--- src/sv/rhc_pkg.sv ---
// ----------------------------------------------------------------------------
// rhc_pkg
// Shared types and constants for the RGB to HSV hexcone converter.
// ----------------------------------------------------------------------------
package rhc_pkg;

  // Channel and quotient widths
  localparam int unsigned CHAN_W    = 8;
  localparam int unsigned QUO_W     = 8;
  localparam int unsigned DIV_STEPS = QUO_W;
  localparam int unsigned DIV_SHIFT = DIV_STEPS - 1;

  // Saturation divide: diff*255 over max
  localparam int unsigned SAT_NUM_W = 2 * CHAN_W;
  localparam int unsigned SAT_DVS_W = CHAN_W + DIV_SHIFT;

  // Hue divide: t*255 over 6*diff, t below 6*diff
  localparam int unsigned HUE_T_W   = CHAN_W + 3;
  localparam int unsigned HUE_NUM_W = HUE_T_W + CHAN_W;
  localparam int unsigned HUE_DVS_W = HUE_T_W + DIV_SHIFT;

  // Input transaction payload
  typedef struct packed {
    logic [CHAN_W-1:0] red_in;
    logic [CHAN_W-1:0] green_in;
    logic [CHAN_W-1:0] blue_in;
  } pix_in_t;

  // Output transaction payload
  typedef struct packed {
    logic [CHAN_W-1:0] hue_out;
    logic [CHAN_W-1:0] sat_out;
    logic [CHAN_W-1:0] val_out;
  } hsv_out_t;

  // Divider pipeline word: two restoring dividers side by side plus value
  typedef struct packed {
    logic [SAT_NUM_W-1:0] sat_rem;
    logic [SAT_DVS_W-1:0] sat_dvs;
    logic [QUO_W-1:0]     sat_quo;
    logic [HUE_NUM_W-1:0] hue_rem;
    logic [HUE_DVS_W-1:0] hue_dvs;
    logic [QUO_W-1:0]     hue_quo;
    logic [CHAN_W-1:0]    val;
  } div_pipe_t;

endpackage

--- src/sv/rhc_front.sv ---
// ----------------------------------------------------------------------------
// rhc_front
// Three-stage front end: max/min and sector, hue offset and wrap, numerators
// and pre-shifted divisors for the two dividers.
// ----------------------------------------------------------------------------
module rhc_front (
  input  logic                clk_i,
  input  logic                rst_ni,
  input  logic                in_valid_i,
  output logic                in_ready_o,
  input  rhc_pkg::pix_in_t    in_data_i,
  output logic                out_valid_o,
  input  logic                out_ready_i,
  output rhc_pkg::div_pipe_t  out_data_o
);

  typedef enum logic [1:0] {
    SECT_RED   = 2'd0,
    SECT_GREEN = 2'd1,
    SECT_BLUE  = 2'd2
  } sector_e;

  // Handshake chain
  logic s1_valid_q, s2_valid_q, s3_valid_q;
  logic s1_ready, s2_ready, s3_ready;

  assign s3_ready   = !s3_valid_q || out_ready_i;
  assign s2_ready   = !s2_valid_q || s3_ready;
  assign s1_ready   = !s1_valid_q || s2_ready;
  assign in_ready_o = s1_ready;

  always_ff @(posedge clk_i or negedge rst_ni) begin
    if (!rst_ni) begin
      s1_valid_q <= 1'b0;
      s2_valid_q <= 1'b0;
      s3_valid_q <= 1'b0;
    end else begin
      if (s1_ready) s1_valid_q <= in_valid_i;
      if (s2_ready) s2_valid_q <= s1_valid_q;
      if (s3_ready) s3_valid_q <= s2_valid_q;
    end
  end

  // Stage 1: max, min, sector and signed channel difference
  logic [rhc_pkg::CHAN_W-1:0] mx, mn;
  sector_e                    sect;
  logic signed [rhc_pkg::CHAN_W:0] delta;

  logic [rhc_pkg::CHAN_W-1:0]      s1_val_q, s1_diff_q;
  sector_e                         s1_sect_q;
  logic signed [rhc_pkg::CHAN_W:0] s1_delta_q;

  always_comb begin
    mx = in_data_i.red_in;
    mn = in_data_i.red_in;
    if (in_data_i.green_in > mx) mx = in_data_i.green_in;
    if (in_data_i.blue_in  > mx) mx = in_data_i.blue_in;
    if (in_data_i.green_in < mn) mn = in_data_i.green_in;
    if (in_data_i.blue_in  < mn) mn = in_data_i.blue_in;
    // red wins ties, then green
    priority if (in_data_i.red_in == mx) begin
      sect  = SECT_RED;
      delta = $signed({1'b0, in_data_i.green_in}) - $signed({1'b0, in_data_i.blue_in});
    end else if (in_data_i.green_in == mx) begin
      sect  = SECT_GREEN;
      delta = $signed({1'b0, in_data_i.blue_in}) - $signed({1'b0, in_data_i.red_in});
    end else begin
      sect  = SECT_BLUE;
      delta = $signed({1'b0, in_data_i.red_in}) - $signed({1'b0, in_data_i.green_in});
    end
  end

  always_ff @(posedge clk_i) begin
    if (in_valid_i && s1_ready) begin
      s1_val_q   <= mx;
      s1_diff_q  <= mx - mn;
      s1_sect_q  <= sect;
      s1_delta_q <= delta;
    end
  end

  // Stage 2: t = offset*diff + delta, wrapped by 6*diff; saturation operands
  logic [rhc_pkg::HUE_T_W-1:0]      ofs_term, six_diff, t_wrap;
  logic signed [rhc_pkg::HUE_T_W:0] t_raw;

  logic [rhc_pkg::HUE_T_W-1:0]   s2_t_q, s2_hue_dvs_q;
  logic [rhc_pkg::SAT_NUM_W-1:0] s2_sat_num_q;
  logic [rhc_pkg::CHAN_W-1:0]    s2_sat_dvs_q, s2_val_q;

  always_comb begin
    unique case (s1_sect_q)
      SECT_GREEN: ofs_term = rhc_pkg::HUE_T_W'({s1_diff_q, 1'b0});
      SECT_BLUE:  ofs_term = rhc_pkg::HUE_T_W'({s1_diff_q, 2'b00});
      default:    ofs_term = '0;
    endcase
    six_diff = rhc_pkg::HUE_T_W'({s1_diff_q, 2'b00}) + rhc_pkg::HUE_T_W'({s1_diff_q, 1'b0});
    t_raw    = $signed({1'b0, ofs_term})
             + (rhc_pkg::HUE_T_W+1)'(s1_delta_q);
    if (t_raw < 0) begin
      t_wrap = rhc_pkg::HUE_T_W'(t_raw + $signed({1'b0, six_diff}));
    end else begin
      t_wrap = rhc_pkg::HUE_T_W'(t_raw);
    end
  end

  // Zero divisors become one: the numerator is zero then, giving a zero quotient
  always_ff @(posedge clk_i) begin
    if (s1_valid_q && s2_ready) begin
      s2_t_q       <= t_wrap;
      s2_hue_dvs_q <= (s1_diff_q == '0) ? rhc_pkg::HUE_T_W'(1) : six_diff;
      s2_sat_num_q <= {s1_diff_q, 8'h00} - rhc_pkg::SAT_NUM_W'(s1_diff_q);
      s2_sat_dvs_q <= (s1_val_q == '0) ? rhc_pkg::CHAN_W'(1) : s1_val_q;
      s2_val_q     <= s1_val_q;
    end
  end

  // Stage 3: hue numerator t*255 and divisors aligned to the top quotient bit
  rhc_pkg::div_pipe_t s3_data_q;

  always_ff @(posedge clk_i) begin
    if (s2_valid_q && s3_ready) begin
      s3_data_q.sat_rem <= s2_sat_num_q;
      s3_data_q.sat_dvs <= rhc_pkg::SAT_DVS_W'(s2_sat_dvs_q) << rhc_pkg::DIV_SHIFT;
      s3_data_q.sat_quo <= '0;
      s3_data_q.hue_rem <= {s2_t_q, 8'h00} - rhc_pkg::HUE_NUM_W'(s2_t_q);
      s3_data_q.hue_dvs <= rhc_pkg::HUE_DVS_W'(s2_hue_dvs_q) << rhc_pkg::DIV_SHIFT;
      s3_data_q.hue_quo <= '0;
      s3_data_q.val     <= s2_val_q;
    end
  end

  assign out_valid_o = s3_valid_q;
  assign out_data_o  = s3_data_q;

endmodule

--- src/sv/rhc_div_step.sv ---
// ----------------------------------------------------------------------------
// rhc_div_step
// One registered restoring-division step for both the saturation and the hue
// divider: one quotient bit each, divisor shifted down for the next step.
// ----------------------------------------------------------------------------
module rhc_div_step (
  input  logic                clk_i,
  input  logic                rst_ni,
  input  logic                in_valid_i,
  output logic                in_ready_o,
  input  rhc_pkg::div_pipe_t  in_data_i,
  output logic                out_valid_o,
  input  logic                out_ready_i,
  output rhc_pkg::div_pipe_t  out_data_o
);

  logic               valid_q;
  rhc_pkg::div_pipe_t data_q, data_d;
  logic               sat_ge, hue_ge;

  assign in_ready_o = !valid_q || out_ready_i;

  // Trial subtract on both lanes
  always_comb begin
    sat_ge = in_data_i.sat_rem >= rhc_pkg::SAT_NUM_W'(in_data_i.sat_dvs);
    hue_ge = in_data_i.hue_rem >= rhc_pkg::HUE_NUM_W'(in_data_i.hue_dvs);

    data_d         = in_data_i;
    data_d.sat_dvs = in_data_i.sat_dvs >> 1;
    data_d.hue_dvs = in_data_i.hue_dvs >> 1;
    data_d.sat_quo = {in_data_i.sat_quo[rhc_pkg::QUO_W-2:0], sat_ge};
    data_d.hue_quo = {in_data_i.hue_quo[rhc_pkg::QUO_W-2:0], hue_ge};
    if (sat_ge) data_d.sat_rem = in_data_i.sat_rem - rhc_pkg::SAT_NUM_W'(in_data_i.sat_dvs);
    if (hue_ge) data_d.hue_rem = in_data_i.hue_rem - rhc_pkg::HUE_NUM_W'(in_data_i.hue_dvs);
  end

  always_ff @(posedge clk_i or negedge rst_ni) begin
    if (!rst_ni) begin
      valid_q <= 1'b0;
    end else if (in_ready_o) begin
      valid_q <= in_valid_i;
    end
  end

  always_ff @(posedge clk_i) begin
    if (in_valid_i && in_ready_o) begin
      data_q <= data_d;
    end
  end

  assign out_valid_o = valid_q;
  assign out_data_o  = data_q;

endmodule

--- src/sv/rgb_to_hsv_converter.sv ---
// ----------------------------------------------------------------------------
// rgb_to_hsv_converter
// 8-bit RGB to hexcone HSV, fully pipelined, one pixel per clock while out_ready_i is high.
// ----------------------------------------------------------------------------
//  Channel | Direction | Handshake             | Payload
//  --------+-----------+-----------------------+----------------------------
//  in      | input     | in_valid_i/in_ready_o | in_data_i  (pix_in_t)
//  out     | output    | out_valid_o/out_ready_i | out_data_o (hsv_out_t)
//
//  One transaction per cycle while out_ready_i is high, through three front
//  stages and eight restoring-divider steps, one quotient bit per step.
//  Every stage carries its own valid bit and ready is chained stage by stage,
//  so bubbles close up under a stall and no transaction is lost or repeated.
//  Reset clears all valid bits; payload registers are not reset.
// ----------------------------------------------------------------------------
module rgb_to_hsv_converter (
  input  logic              clk_i,
  input  logic              rst_ni,
  input  logic              in_valid_i,
  output logic              in_ready_o,
  input  rhc_pkg::pix_in_t  in_data_i,
  output logic              out_valid_o,
  input  logic              out_ready_i,
  output rhc_pkg::hsv_out_t out_data_o
);

  logic               step_valid [rhc_pkg::DIV_STEPS+1];
  logic               step_ready [rhc_pkg::DIV_STEPS+1];
  rhc_pkg::div_pipe_t step_data  [rhc_pkg::DIV_STEPS+1];

  // Front end: max/min, hue offset, numerators and divisors
  rhc_front u_front (
    .clk_i       (clk_i),
    .rst_ni      (rst_ni),
    .in_valid_i  (in_valid_i),
    .in_ready_o  (in_ready_o),
    .in_data_i   (in_data_i),
    .out_valid_o (step_valid[0]),
    .out_ready_i (step_ready[0]),
    .out_data_o  (step_data[0])
  );

  // Divider chain, MSB of the quotient first
  for (genvar i = 0; i < rhc_pkg::DIV_STEPS; i++) begin : g_div
    rhc_div_step u_step (
      .clk_i       (clk_i),
      .rst_ni      (rst_ni),
      .in_valid_i  (step_valid[i]),
      .in_ready_o  (step_ready[i]),
      .in_data_i   (step_data[i]),
      .out_valid_o (step_valid[i+1]),
      .out_ready_i (step_ready[i+1]),
      .out_data_o  (step_data[i+1])
    );
  end

  // Output transaction straight from the last step register
  assign out_valid_o = step_valid[rhc_pkg::DIV_STEPS];
  assign step_ready[rhc_pkg::DIV_STEPS] = out_ready_i;

  assign out_data_o.hue_out = step_data[rhc_pkg::DIV_STEPS].hue_quo;
  assign out_data_o.sat_out = step_data[rhc_pkg::DIV_STEPS].sat_quo;
  assign out_data_o.val_out = step_data[rhc_pkg::DIV_STEPS].val;

endmodule
--- config.mk ---
export PLATFORM = sky130hd
export DESIGN_NAME = rgb_to_hsv_converter
export DESIGN_NICKNAME = d
export VERILOG_FILES = /design/src/sv/rhc_pkg.sv /design/src/sv/rhc_front.sv /design/src/sv/rhc_div_step.sv /design/src/sv/rgb_to_hsv_converter.sv
export SDC_FILE = /design/constraint.sdc
export NUM_CORES = 1
export LEC_CHECK = 0
export BUFFER_PORTS_ARGS = -buffer_cell sky130_fd_sc_hd__buf_2
export CORE_MARGIN = 2
export CORE_UTILIZATION = 55
export DETAILED_ROUTE_END_ITERATION = 12
export GPL_ROUTABILITY_DRIVEN = 0
export PLACE_DENSITY = 0.72
export SLEW_MARGIN = 20
export SYNTH_ARGS = -nofsm -noshare
export SYNTH_HDL_FRONTEND = slang
export SYNTH_SLANG_ARGS = --single-unit
--- constraint.sdc ---
create_clock -name clk_i -period 4.3 [get_ports clk_i]
set_input_delay 0.86 -clock clk_i [delete_from_list [all_inputs] [get_ports clk_i]]
set_output_delay 0.86 -clock clk_i [all_outputs]
set_load 0.03 [all_outputs]
Word-level counts from Yosys, hierarchy flattened
Cells that the tools add are included.

cells by class
  equality and inequality tests = 4
  add/subtract/negate cells = 23
  reductions and logical operators = 35
  $lt $le $gt $ge = 21
  multiplexer cells = 23

operator list
  kind                                 count
  two-way mux 19 bit                   7
  two-way mux 16 bit                   7
  two-way mux 8 bit                    4
  subtractor 8 x 8 -> 9 bit            3
  one-hot mux 10 bit (2 select lines)  1
  >= comparator 19 x 11 -> 1 bit       1
  >= comparator 19 x 12 -> 1 bit       1
  >= comparator 19 x 13 -> 1 bit       1
  >= comparator 19 x 14 -> 1 bit       1
  >= comparator 19 x 15 -> 1 bit       1
  >= comparator 19 x 16 -> 1 bit       1
  >= comparator 19 x 17 -> 1 bit       1
  >= comparator 19 x 18 -> 1 bit       1
  subtractor 19 x 11 -> 19 bit         1
  subtractor 19 x 12 -> 19 bit         1
  subtractor 19 x 13 -> 19 bit         1
  subtractor 19 x 14 -> 19 bit         1
  subtractor 19 x 15 -> 19 bit         1
  subtractor 19 x 16 -> 19 bit         1
  subtractor 19 x 17 -> 19 bit         1
  subtractor 19 x 18 -> 19 bit         1
  two-way mux 9 bit                    2
  equality test 8 bit                  2
  >= comparator 16 x 10 -> 1 bit       1
  other kinds (30)                     63

word-level totals
  logic and storage cells = 183
  register bits = 668
  input bits = 28
  output and inout bits = 26

Depth between registers and ports, before layout
Gate-level depths: netlist of run 1.

  word-level depth = 13
  depth in mapped cells = 25
  gate-level depth less buffers = 23

Cells and area by module
Synthesis of run 1 repeated with hierarchy kept, for this count alone.

second synthesis, totals
  cell total of the unflattened synthesis = 4377
  area, all modules = 50395.8 µm²

modules (own cells, without submodules)
  module                              area each (µm²)  cells an instance  times used  seq. area each (µm²)
  rhc_div_step (g_div[1].u_step ...)  4959.8           432                5           2727.6
  rhc_div_step (g_div[6].u_step ...)  5275.1           435                2           2727.6
  rhc_front                           9761.9           891                1           4369.2
  rhc_div_step (g_div[0].u_step)      5285.1           456                1           2727.6

Worst setup path after synthesis of run 1
OpenSTA, ideal clock, no wires.

  path kind = in2reg
  start point = input in_data_i[14] (netlist bit)
  end point = register u_front.s1_diff_q[6] (netlist bit) (data pin)
  setup slack = -1559 ps
  required time = 4038 ps
  data arrival time = 5597 ps
  stages on the path = 22
  cell sequence = inv_1 -> ha_1 -> and3_1 -> and2b_1 -> nor3_4 -> clkbuf_1 -> mux2i_1 -> ha_1 -> and4_1 -> nand4_1 -> nor4_1 -> a211oi_2 -> o31ai_4 -> and2_1 -> buf_6 -> mux2i_4 -> ha_1 -> a31o_2 -> a31oi_1 -> maj3_1 -> o21bai_1 -> xor2_1

between the ends
  word-level cells in the longest chain between the ends = 5
  elaborated cells on any way between the ends = 9
  those cells by class = 1 x add/sub; 4 x order compare; 4 x mux

RTL lines
  item                            RTL line                    source
  start: declaration              rgb_to_hsv_converter.sv:21  input rhc_pkg::pix_in_t in_data_i,
  greater-than comparator 8 bit   rhc_front.sv:56             if (in_data_i.green_in > mx) mx = in_data_i.green_in;
  two-way mux 8 bit (*)           rhc_front.sv:56
  greater-than comparator 8 bit   rhc_front.sv:57             if (in_data_i.blue_in > mx) mx = in_data_i.blue_in;
  two-way mux 8 bit (*)           rhc_front.sv:57
  named net u_front.mx (one bit)  rhc_front.sv:45             logic [rhc_pkg::CHAN_W-1:0] mx, mn;
  subtractor 8 bit (*)            rhc_front.sv:76             s1_diff_q <= mx - mn;
  end signal: assignment          rhc_front.sv:76
  end: declaration                rhc_front.sv:49             logic [rhc_pkg::CHAN_W-1:0] s1_val_q, s1_diff_q;

The timed path passes the listed nets; every way through them passes the cells marked *.
A chain may end at the register's enable or synchronous reset.

Worst setup path in the final report of run 1
  start point = input in_data_i[18] (netlist bit)
  end point = register u_front.s1_delta_q[8] (netlist bit) (data pin)

between the ends
  word-level cells in the longest chain between the ends = 7
  elaborated cells on any way between the ends = 10
  those cells by class = 2 x add/sub; 2 x order compare; 2 x eq/ne; 4 x mux

RTL lines
  item                               RTL line         source
  greater-than comparator 8 bit      rhc_front.sv:56
  two-way mux 8 bit                  rhc_front.sv:56
  greater-than comparator 8 bit      rhc_front.sv:57
  two-way mux 8 bit                  rhc_front.sv:57
  equality test 8 bit                rhc_front.sv:64  end else if (in_data_i.green_in == mx) begin
  two-way mux 9 bit                  rhc_front.sv:64
  two-way mux 9 bit (*)              rhc_front.sv:61  priority if (in_data_i.red_in == mx) begin
  named net u_front.delta (one bit)  rhc_front.sv:47  logic signed [rhc_pkg::CHAN_W:0] delta;
  end signal: assignment             rhc_front.sv:78  s1_delta_q <= delta;
  end: declaration                   rhc_front.sv:51  logic signed [rhc_pkg::CHAN_W:0] s1_delta_q;

Marked as above.

==> metrics.yaml, run 1 <==
synthesis:
  synth-warning-count: 0
  syn-cell-area_um2: 33800
  synth.ff_latch_count: 668
  synth.distinct_cells: 83
  dominantRegCellSynth: "sky130_fd_sc_hd__edfxtp_1"
  portion_of_the_post_synthesis_area_used_by_sequential_elements_pct: 59.1
  synth_enable_flop_cells: 657
  synth.largest_area_cell: "sky130_fd_sc_hd__edfxtp_1"
  synth_area_leaders: "sky130_fd_sc_hd__edfxtp_1 58%, sky130_fd_sc_hd__ha_1 8.7%, sky130_fd_sc_hd__inv_1 3.5%, sky130_fd_sc_hd__xnor2_1 3.2%, sky130_fd_sc_hd__mux2_2 2.0%"
  syn-mean-instance-area_um2: 12.6
  synthesized_nets: 2959
  fraction_of_synthesis_flops_using_an_asynchronous_set_or_reset_pin_pct: 1.65
  synth_top_area_share_pct: 58.3
  post_synth_inst_count: 2676
routing:
  via_per_inst: 5.49
  avgRoutedWirePerCell_um: 16.2
  dr_total_vias: 20600
  drt_iter0_markers: 1114
  postRouteWirelength_um: 60900
  antenna_violating_nets_post_route: 0
  firstDrtPassIters: 5
  drc_errors: 0
sta:
  drv_slew: 0
  layout_setup_ws_ps: -695
  period_needed_ps: 4990
  fin_worst_hold_slack_ps: 125
  setup-violations-final: 17
  fmax_achieved_ghz: 0.200
  tightest_slew_ps: 840
  clock_skew_ps: 30.0
  period_share_pct: 116
  hold_viol: 0
  relSlewSlack_pct: 44.0
  rsz0062_at_grt: "true"
cts:
  clock_sink_count: 668
  cts_root_buffer: "sky130_fd_sc_hd__clkbuf_16"
  clkSlewWorstSetupHoldPaths_ps: 60
  cts_tree: "done"
  clock_latency_ps: 600
  numCtsBuffers: 68
  h_tree_levels: 3
  holdBufCountCts: 0
  ctsLongestPathBuffers: 3
cells_and_area:
  register_area_um2: 20000
  fill_cells: 4324
  multi_input_area_um2: 13000
  antenna-diode-count: 0
  nets: 3208
  mostFrequentLayoutCell: "sky130_fd_sc_hd__edfxtp_1"
  layout.cells.most_common_list: "657 x sky130_fd_sc_hd__edfxtp_1, 306 x sky130_fd_sc_hd__inv_1, 221 x sky130_fd_sc_hd__ha_1, 167 x sky130_fd_sc_hd__nor2_1, 149 x sky130_fd_sc_hd__buf_4"
  post_route_cells_drive_above_1_share_pct: 16.6
  area.growth.synth_to_final_pct: 15.2
worst_setup_path:
  worst-path-buf-inv: 3
  critPathMaxStageDelay_ps: 400
  worst-setup-path-type: "in2reg"
  crit_slowest_cell: "sky130_fd_sc_hd__a2111oi_4"
  crit_chain: "buf_8 -> ha_4 -> a21o_1 -> o211a_4 -> nor3_4 -> buf_12 -> mux2i_4 -> ha_4 -> and4_4 -> nand4_1 -> nor4_2 -> a211oi_2 -> a31o_1 -> buf_6 -> and3_4 -> or3_4 -> a2111oi_4 -> nand4_1 -> mux2_2 -> mux2_4"
  cp-end-kind: "register"
  ff2ff_path_depth: 17
  crit_path_start_kind: "input port"
  cp_data_required_time_ps: 4640
  cp.arrival_ps: 5340
  crit_path_max_fanout: 8
  worstSetupPathDepth: 20
  worst_path_dominant_cell_family: "simple AND/OR/NAND/NOR gates"
global_routing:
  first_global_vias: 21500
  grt_antenna_before_repair: 0
  globalRoute.totalOverflow: 0
  globalRouteTotalUtil_pct: 19.7
  global_route_wire_length_before_repair_um: 101000
  grt_start_max_net_pins: 73
status:
  run_status: "finished, violations left"
  failed_checks: "negative setup slack"
placement:
  i_o_buffers: 53
  post_detail_place_hpwl_um: 45500
  place_worst_setup_slack_ps: -1440
die:
  die_width_um: 252
  die_h_um: 252
  fp.coreArea_um2: 60600
  die_area_um2: 63500
  placement_rows: 90
  ios: 54
  initial_utilization_pct: 55.8
power_and_ir_drop:
  ir_worst_vdd_uv: 393
  p_leak_nw: 15.7
  power_density_cells_nw_per_um2: 732
min_path:
  worstHoldPathType: "in2async"
run:
  number_of_maximum_capacitance_violations: 0
-- repair_timing --
action | in CTS | in global routing
cloned | 1 | 0
endpoints found under the setup margin | 18 | 20
resized for setup | 58 | 19
setup buffers | 28 | 10
pin swaps | 19 | 8
-- power by group --
| part | switching, mW | total (mW) | internal, mW |
|---|---|---|---|
| combinational | 6.10 | 11.3 | 5.16 |
| clock | 2.33 | 5.58 | 3.25 |
| sequential | 1.22 | 11.7 | 10.5 |
-- cell type report --
class / instances / area share (%)
clock buffers: 84 / 4.74
clock inverters: 39 / 0.790
inverters: 316 / 3.05
multi-input cells: 1656 / 33.5
flip-flops and latches: 668 / 51.4
well taps: 782 / 2.51
repair buffers: 215 / 4.07
-- stage by stage --
stage                     instance area [um^2]  total power, mW  setup TNS, ps  std cells  util (%)
after floorplan                          34100             19.9         -15710       2676         -
after global placement                   36200             22.1         -19890       3604      59.8
after detailed placement                 36200             22.7         -26910       3604      59.8
after CTS                                38800             28.5          -7300       3754      64.1
after global routing                     39000             30.5         -11810       3760      64.3
final                                    39000             28.5          -9310       3760      64.3
-- Yosys cell counts, types with 11 or more instances --
library cell,n
sky130_fd_sc_hd__inv_1,315
sky130_fd_sc_hd__nor2_1,170
sky130_fd_sc_hd__or2_2,12
sky130_fd_sc_hd__nand2_1,134
sky130_fd_sc_hd__nor4_1,29
sky130_fd_sc_hd__xor2_1,69
sky130_fd_sc_hd__a21boi_0,30
sky130_fd_sc_hd__nor3_1,36
sky130_fd_sc_hd__nand4_1,33
sky130_fd_sc_hd__mux2_2,60
sky130_fd_sc_hd__dfrtp_1,11
sky130_fd_sc_hd__fa_1,20
sky130_fd_sc_hd__o21ai_0,128
sky130_fd_sc_hd__a21oi_1,134
sky130_fd_sc_hd__o31ai_1,20
sky130_fd_sc_hd__nand2b_1,47
sky130_fd_sc_hd__ha_1,235
sky130_fd_sc_hd__and3_1,11
sky130_fd_sc_hd__mux2i_1,44
sky130_fd_sc_hd__nor2b_1,46
sky130_fd_sc_hd__nand3_1,25
sky130_fd_sc_hd__xnor2_1,123
sky130_fd_sc_hd__a21o_1,64
sky130_fd_sc_hd__and2_1,24
sky130_fd_sc_hd__o21bai_1,16
sky130_fd_sc_hd__clkbuf_1,32
sky130_fd_sc_hd__edfxtp_1,657
-- logic make-up (layout without fill, tap and decap cells) --
logic type                 after synthesis  after routing  share of synthesized area, %
DFF                                    668            668                          59.1
and+or+nand+nor                        623            623                          9.41
xor gates and xnor gates               192            192                          4.97
adders and majority gates              256            256                          9.91
buffers and inverters                  352            654                          3.96
AOI/OAI and AO/OA                      474            474                          8.91
muxes                                  111            111                          3.70
-- worst paths after layout --
path / from / endpoint / slack [ps]
max reg2reg: u_front.s1_sect_q[0]$_SDFFCE_PP0P_ / u_front.s2_t_q[10]$_DFFE_PP_ / 230
min: rst_ni / g_div[4].u_step.out_valid_o$_DFFE_PN0P_ / 130
min reg2reg: g_div[3].u_step.out_data_o[55]$_DFFE_PP_ / g_div[4].u_step.out_data_o[56]$_DFFE_PP_ / 400
max in group asynchronous: rst_ni / u_front.s2_valid_q$_DFFE_PN0P_ / 3960
max: in_data_i[18] / u_front.s1_delta_q[8]$_DFFE_PP_ / -690
min in group clk_i: g_div[3].u_step.out_data_o[55]$_DFFE_PP_ / g_div[4].u_step.out_data_o[56]$_DFFE_PP_ / 400
-- metal layers --
metal	routed length (um)	up-vias	GRT usage (%)
met1	24400	9726	22.1
li1	-	10200	-
met4	2840	0	10.1
met5	0	-	0
met3	2420	203	3.14
met2	31300	502	36.2
-- state kept, by name, summed over array words and instances, names as in the netlist --
register / cells
u_front.s2_val_q: 8
u_front.s1_val_q: 8
u_front.s2_hue_dvs_q: 11
g_div.u_step.out_valid_o: 8
u_front.s2_valid_q: 1
u_front.s2_t_q: 11
u_front.out_valid_o: 1
u_front.s1_delta_q: 9
u_front.s1_valid_q: 1
u_front.s1_diff_q: 8
u_front.s1_sect_q: 2
u_front.out_data_o: 62
g_div.u_step.out_data_o: 514
u_front.s2_sat_dvs_q: 8
u_front.s2_sat_num_q: 16
(Power assumes the default switching activity.)
==> run 2, diff against run 1 <==
- CTS_BUF_LIST: unset -> sky130_fd_sc_hd__clkbuf_2
==> run 2 against run 1 <==
Net effect:
- the run still ends with negative setup slack left
- clock skew increased by 55 ps
- non-clock buffer count decreased by 22
- clock-buffer cell count increased by 132
- clock power decreased by 28%
- hold slack improved by 150 ps
- flip-flop and latch count unchanged
- final cell count increased by 3.5%
- sequential share of layout area increased by 1.4 points
- die area unchanged
==> metrics.yaml, run 2 (same netlist as run 1, synthesis figures left out) <==
die:
  die_h_um: 252  # unchanged
  placement_rows: 90  # unchanged
  die_width_um: 252  # unchanged
  initial_utilization_pct: 55.8  # unchanged
  fp.coreArea_um2: 60600  # unchanged
  die_area_um2: 63500  # unchanged
  ios: 54  # unchanged
min_path:
  worstHoldPathType: "in2reg"
  worst_hold_path.num_cells: 4
  holdCritStartpoint: "in_data_i[0]"
  worstHoldEndpoint: "u_front.s1_delta_q[0]$_DFFE_PP_"
worst_setup_path:
  crit_path_max_fanout: 5  # -3
  crit-reg2reg-capture: "u_front.s2_t_q[10]$_DFFE_PP_"
  reg2reg_slack_ps: 200  # -30 ps
  crit_path_start_kind: "input port"
  cp-end-kind: "register"
  cp_data_required_time_ps: 5310  # +670 ps
  worst-setup-path-type: "in2reg"
  rr_startpoint: "u_front.s1_sect_q[0]$_SDFFCE_PP0P_"
  ff2ff_path_depth: 17  # unchanged
  cp.arrival_ps: 5430  # +90 ps
cts:
  cts_root_buffer: "sky130_fd_sc_hd__clkbuf_2"
  clock_latency_ps: 1280  # +680 ps
  cts_tree: "done"
  clock_sink_count: 668  # unchanged
  ctsLongestPathBuffers: 3  # unchanged
  h_tree_levels: 4  # +1
  clkSlewWorstSetupHoldPaths_ps: 90  # +30 ps
  numCtsBuffers: 157  # +130%
cells_and_area:
  fill_cells: 4579  # +5.9%
  stdcell_area_um2: 37900  # -2.7%
  mostFrequentLayoutCell: "sky130_fd_sc_hd__edfxtp_1"
  finalCoreUtilization_pct: 62.6  # -1.7 points
  layout.cells.most_common_list: "657 x sky130_fd_sc_hd__edfxtp_1, 307 x sky130_fd_sc_hd__inv_1, 224 x sky130_fd_sc_hd__ha_1, 216 x sky130_fd_sc_hd__clkbuf_2, 168 x sky130_fd_sc_hd__nor2_1"
  post_route_cells_drive_above_1_share_pct: 19.2  # +2.6 points
  area.growth.synth_to_final_pct: 12.0
  multi_input_area_um2: 12900  # -1.2%
  finalNonFillerCells: 3890  # +3.5%
  register_area_um2: 20000  # unchanged
  nets: 3275  # +2.1%
  largest_register_ffs: 514  # unchanged
global_routing:
  globalRoute.totalOverflow: 0  # unchanged
  globalRouteTotalUtil_pct: 19.7  # about the same
  global_route_wire_length_before_repair_um: 100000  # -0.85%
  grt_start_max_net_pins: 73  # unchanged
  first_global_vias: 21900  # +1.8%
  grt_antenna_before_repair: 2  # +2
power_and_ir_drop:
  ir_worst_vdd_uv: 388  # -1.1%
  p_total_mw: 26.8  # -6.2%
  power_density_cells_nw_per_um2: 706  # -3.6%
  p_leak_nw: 15.6  # -0.75%
sta:
  setup-violations-final: 6  # -11
  fmax_achieved_ghz: 0.226  # +13%
  drv_slew: 0  # unchanged
  period_share_pct: 103  # -13 points
  relSlewSlack_pct: 43.6  # -0.43 points
  fin_worst_hold_slack_ps: 271  # +146 ps
  clock_skew_ps: 85.0  # +55.0 ps
  period_needed_ps: 4420  # -575 ps
  hold_viol: 0  # unchanged
  layout_setup_ws_ps: -120  # +575 ps
  tightest_slew_ps: 846  # +6.38 ps
routing:
  drc_errors: 0  # unchanged
  postRouteWirelength_um: 60700  # -0.35%
  avgRoutedWirePerCell_um: 15.6  # -3.7%
  via_per_inst: 5.38  # -2.0%
  drt_iter0_markers: 1140  # +2.3%
  firstDrtPassIters: 7  # +2
  antenna_violating_nets_post_route: 0  # unchanged
  dr_total_vias: 20900  # +1.4%
status:
  run_status: "finished, violations left"
  failed_checks: "negative setup slack"
placement:
  post_detail_place_hpwl_um: 45500  # unchanged
  i_o_buffers: 53  # unchanged
  dpl_cell_area_um2: 36200  # unchanged
  dpl.cell_count: 3604  # unchanged
run:
  number_of_maximum_capacitance_violations: 0  # unchanged
==> run 2: cell count changes in the layout (fill, tap and decap cells not counted), sizes merged <==
cell | previous run | this run
buf | 215 | 188
bufinv | 3 | 5
clkbuf | 84 | 217
clkinv | 31 | 46
clkinvlp | 3 | 2
diode | 0 | 3
dlygate4sd3 | 0 | 4
inv | 318 | 319
==> run 2: cell type report <==
class | instances | share of cell area [%]
Clock inverter | 56 | 0.977
Clock buffer | 216 | 2.85
Antenna cell | 3 | 0.0198
Tap cell | 782 | 2.58
Inverter | 316 | 3.14
Multi-Input combinational cell | 1656 | 34.0
Timing Repair Buffer | 193 | 3.63
Sequential cell | 668 | 52.8
==> run 2: worst max path at each step <==
stage | from | endpoint | slack [ps] | cells after the start
after floorplan | in_data_i[18] | u_front.s1_diff_q[6]$_DFFE_PP_ | -1120 | 21
after global placement | in_data_i[18] | u_front.s1_diff_q[7]$_DFFE_PP_ | -1140 | 22
after detailed placement | in_data_i[18] | u_front.s1_diff_q[7]$_DFFE_PP_ | -1440 | 22
after CTS | g_div[7].u_step.out_valid_o$_DFFE_PN0P_ | in_ready_o | 10 | 8
after global routing | in_data_i[10] | u_front.s1_delta_q[8]$_DFFE_PP_ | -40 | 23
final | in_data_i[18] | u_front.s1_delta_q[8]$_DFFE_PP_ | -120 | 22
==> run 2: worst max-delay path: stages <==
cell	delay [ps]
sky130_fd_sc_hd__buf_2	120
sky130_fd_sc_hd__ha_4	250
sky130_fd_sc_hd__a21o_1	200
sky130_fd_sc_hd__o211a_4	270
sky130_fd_sc_hd__nor3_4	230
sky130_fd_sc_hd__buf_12	170
sky130_fd_sc_hd__nand2_2	60
sky130_fd_sc_hd__o21ai_2	70
sky130_fd_sc_hd__inv_1	90
sky130_fd_sc_hd__ha_1	290
sky130_fd_sc_hd__and4_4	250
sky130_fd_sc_hd__nand4_1	120
sky130_fd_sc_hd__nor4_2	180
sky130_fd_sc_hd__a211oi_2	130
sky130_fd_sc_hd__a31o_4	240
sky130_fd_sc_hd__buf_4	140
sky130_fd_sc_hd__and3_4	170
sky130_fd_sc_hd__or3_4	370
sky130_fd_sc_hd__a2111oi_4	390
sky130_fd_sc_hd__nand4_1	220
sky130_fd_sc_hd__mux2_4	340
sky130_fd_sc_hd__mux2_4	250
==> run 2: routing by layer <==
metal / share of wire, % / global-route usage (%)
met5: 0 / 0
met4: 4.1 / 10.9
met3: 4.4 / 4.52
met2: 52 / 35.7
met1: 40 / 21.2
==> run 2: stage by stage <==
stage               setup slack (ps)  TNS [ps]
global route                   -43.4     -77.3
floorplan                      -1120    -15710
finish                          -120      -274
detailed placement             -1440    -26910
global placement               -1140    -19890
CTS                             12.7         0
==> run 2: repair_timing <==
| action | CTS | global route |
|---|---|---|
| endpoints found under the hold margin | 16 | 0 |
| setup buffers | 0 | 7 |
| endpoints found under the setup margin | 0 | 16 |
| gates resized for setup | 0 | 29 |
| hold buffers | 4 | 0 |
==> run 2: where the power goes <==
part / switching (mW) / total (mW) / internal [mW]
Combinational: 6.03 / 11.1 / 5.06
Sequential: 1.22 / 11.7 / 10.4
Clock: 2.36 / 4.02 / 1.67
==> run 3, diff against run 2 <==
- CORE_ASPECT_RATIO: unset -> 0.9
==> run 3 against run 2 <==
Net effect:
- clock skew increased by 2.4 ps
- utilization about the same
- flip-flop and latch count unchanged
- clock-buffer cell count increased by 8
- sequential power about the same
- hold slack got worse by 59 ps
- critical path depth increased by 1
- register-to-register slack improved by 120 ps
- global-route usage increased by 0.24 points
- largest cell class unchanged
- non-clock buffer count increased by 17
- the flow still finishes with violations (negative setup slack)
- power increased by 0.81%
- clock power increased by 4%
==> metrics.yaml, run 3 (same netlist as run 1, synthesis figures left out) <==
worst_setup_path:
  cp_data_required_time_ps: 5360  # +50 ps
  cp-end-kind: "register"
  crit_path_start_kind: "input port"
  worst-setup-path-type: "in2reg"
  cp.arrival_ps: 5420  # about the same
  crit_path_max_fanout: 5  # unchanged
run:
  number_of_maximum_capacitance_violations: 0  # unchanged
power_and_ir_drop:
  ir_worst_vdd_uv: 406  # +4.4%
  comb_power_share_pct: 41.3  # about the same
  cell_internal_pwr_mw: 17.3  # +0.69%
  power.clock.fraction_pct: 15.5  # +0.5 points
  netSwitchingFraction_pct: 35.9  # +0.080 points
  sequential_share_of_power_pct: 43.2  # -0.3 points
  power_density_cells_nw_per_um2: 707  # +0.15%
  netSwitchingPower_mw: 9.70  # +1.0%
  p_leak_nw: 15.7  # +0.73%
die:
  die_width_um: 265  # +5.3%
  ios: 54  # unchanged
  die_h_um: 239  # -5.1%
  placement_rows: 86  # -4.4%
  initial_utilization_pct: 55.4  # -0.39 points
  fp.coreArea_um2: 61000  # +0.71%
  die_area_um2: 63500  # about the same
cts:
  numCtsBuffers: 162  # +3.2%
  clock_sink_count: 668  # unchanged
  cts_tree: "done"
  clkSlewWorstSetupHoldPaths_ps: 100  # about the same
  cts_root_buffer: "sky130_fd_sc_hd__clkbuf_2"
  ctsLongestPathBuffers: 3  # unchanged
  h_tree_levels: 4  # unchanged
  clock_latency_ps: 1340  # +60 ps
status:
  failed_checks: "negative setup slack"
  run_status: "finished, violations left"
global_routing:
  grt_antenna_before_repair: 2  # unchanged
  first_global_vias: 22000  # +0.50%
  global_route_wire_length_before_repair_um: 102000  # +1.6%
  grt_start_max_net_pins: 73  # unchanged
  globalRoute.totalOverflow: 0  # unchanged
  globalRouteTotalUtil_pct: 20.0  # +0.24 points
sta:
  fmax_achieved_ghz: 0.229  # +1.4%
  drv_slew: 0  # unchanged
  period_needed_ps: 4360  # -59.4 ps
  hold_viol: 0  # unchanged
  tightest_slew_ps: 994  # +147 ps
  relSlewSlack_pct: 33.2  # -10 points
  clock_skew_ps: 87.4  # +2.40 ps
  layout_setup_ws_ps: -60.6  # +59.4 ps
  period_share_pct: 101  # -1.4 points
  setup-tns-final_ps: -125  # +149 ps
  rsz0062_at_grt: "true"
  setup-violations-final: 4  # -2
cells_and_area:
  layout.cells.most_common_list: "657 x sky130_fd_sc_hd__edfxtp_1, 304 x sky130_fd_sc_hd__inv_1, 224 x sky130_fd_sc_hd__clkbuf_2, 222 x sky130_fd_sc_hd__ha_1, 167 x sky130_fd_sc_hd__nor2_1"
  post_route_cells_drive_above_1_share_pct: 19.9  # +0.72 points
  area.growth.synth_to_final_pct: 12.8
  mostFrequentLayoutCell: "sky130_fd_sc_hd__edfxtp_1"
  nets: 3297  # +0.67%
  stdcell_area_um2: 38100  # +0.66%
  largest_register_ffs: 514  # unchanged
routing:
  top_layer: "met4"
  via_per_inst: 5.32  # -1.0%
  drt_iter0_markers: 1217  # +6.8%
  firstDrtPassIters: 6  # -1
  dr_wl_met2_um: 30700  # -2.8%
  routed_metal_1_wirelength_um: 25600  # +6.9%
  dr_wl_met3_um: 2540  # -4.1%
  drc_errors: 0  # unchanged
  postRouteWirelength_um: 61100  # +0.65%
  dr_total_vias: 20900  # -0.057%
  avgRoutedWirePerCell_um: 15.6  # -0.32%
  antenna_violating_nets_post_route: 0  # unchanged
placement:
  post_detail_place_hpwl_um: 46100  # +1.2%
  i_o_buffers: 53  # unchanged
  dpl_cell_area_um2: 36300  # +0.24%
min_path:
  worstHoldPathType: "in2reg"
-- run 3: cell count changes in the layout (fill, tap and decap cells not counted), sizes merged --
cell,previous run,this run
buf,188,206
clkbuf,217,224
diode,3,8
inv,319,321
clkinv,46,41
clkinvlp,2,3
-- run 3: metal layers --
| metal | vias up | global-route usage (%) |
|---|---|---|
| met5 | - | 0 |
| met4 | 0 | 10.2 |
| met3 | 180 | 4.05 |
| met2 | 490 | 35.7 |
| met1 | 9747 | 22.7 |
| li1 | 10500 | - |
-- run 3: cell type report --
type | count | area, um^2
Antenna cell | 8 | 20.0
Clock buffer | 224 | 1120
Clock inverter | 54 | 409
Fill cell | 4500 | 22900
Inverter | 316 | 1190
Multi-Input combinational cell | 1656 | 12900
Sequential cell | 668 | 20000
Tap cell | 792 | 991
Timing Repair Buffer | 210 | 1540
-- run 3: worst paths after layout --
kind	cells past startpoint	to	from	slack [ps]
max in group asynchronous	3	g_div[4].u_step.out_valid_o$_DFFE_PN0P_	rst_ni	3350
worst min register to register	0	g_div[3].u_step.out_data_o[4]$_DFFE_PP_	g_div[2].u_step.out_data_o[4]$_DFFE_PP_	360
worst min-delay path	4	u_front.s1_delta_q[0]$_DFFE_PP_	in_data_i[0]	210
worst max-delay path	23	u_front.s1_diff_q[6]$_DFFE_PP_	in_data_i[18]	-60
worst max register to register	17	u_front.s2_t_q[10]$_DFFE_PP_	u_front.s1_sect_q[0]$_SDFFCE_PP0P_	320
min in group asynchronous	3	g_div[7].u_step.out_valid_o$_DFFE_PN0P_	rst_ni	540
-- run 3: timing repair --
action,CTS,global route
setup buffers,0,14
pin swaps,0,8
gates resized for setup,1,40
setup endpoints to repair,1,17
hold endpoints to repair,16,0
hold buffers,4,0
-- run 3: metrics by stage --
stage / util [%] / power [mW] / instances / worst slack (ps) / hold WS (ps)
6_report: 62.5 / 27.0 / 3928 / -60.6 / 212
4_1_cts: 62.1 / 27.1 / 3906 / 26.3 / 34.2
3_5_place_dp: 59.5 / 22.7 / 3624 / -1430 / 405
5_1_grt: 62.5 / 29.1 / 3928 / -32.5 / 67.8
3_3_place_gp: 59.5 / 22.1 / 3624 / -1150 / 401
2_1_floorplan: - / 19.9 / 2676 / -1120 / 400
-- run 3: power groups by stage --
stage,sequential (mW),combinational (mW),clock [mW]
global route,11.9,12.6,4.67
finish,11.7,11.1,4.18
global placement,11.7,10.4,0
CTS,11.7,11.0,4.37
floorplan,11.4,8.46,0
detailed placement,11.8,10.9,0
-- run 3: worst max-delay path, cell delays in order --
cell	delay, ps
sky130_fd_sc_hd__buf_8	100
sky130_fd_sc_hd__ha_4	240
sky130_fd_sc_hd__a21o_1	200
sky130_fd_sc_hd__o211a_4	270
sky130_fd_sc_hd__nor3_4	260
sky130_fd_sc_hd__buf_6	180
sky130_fd_sc_hd__mux2i_4	270
sky130_fd_sc_hd__ha_4	180
sky130_fd_sc_hd__and4_4	240
sky130_fd_sc_hd__nand4_1	100
sky130_fd_sc_hd__a32oi_1	250
sky130_fd_sc_hd__a211oi_2	60
sky130_fd_sc_hd__buf_4	170
sky130_fd_sc_hd__o31ai_4	290
sky130_fd_sc_hd__and2_4	210
sky130_fd_sc_hd__buf_4	120
sky130_fd_sc_hd__mux2i_4	320
sky130_fd_sc_hd__ha_4	250
sky130_fd_sc_hd__a31o_4	240
sky130_fd_sc_hd__a31oi_4	150
sky130_fd_sc_hd__maj3_2	190
sky130_fd_sc_hd__o21bai_1	80
sky130_fd_sc_hd__xor2_1	150
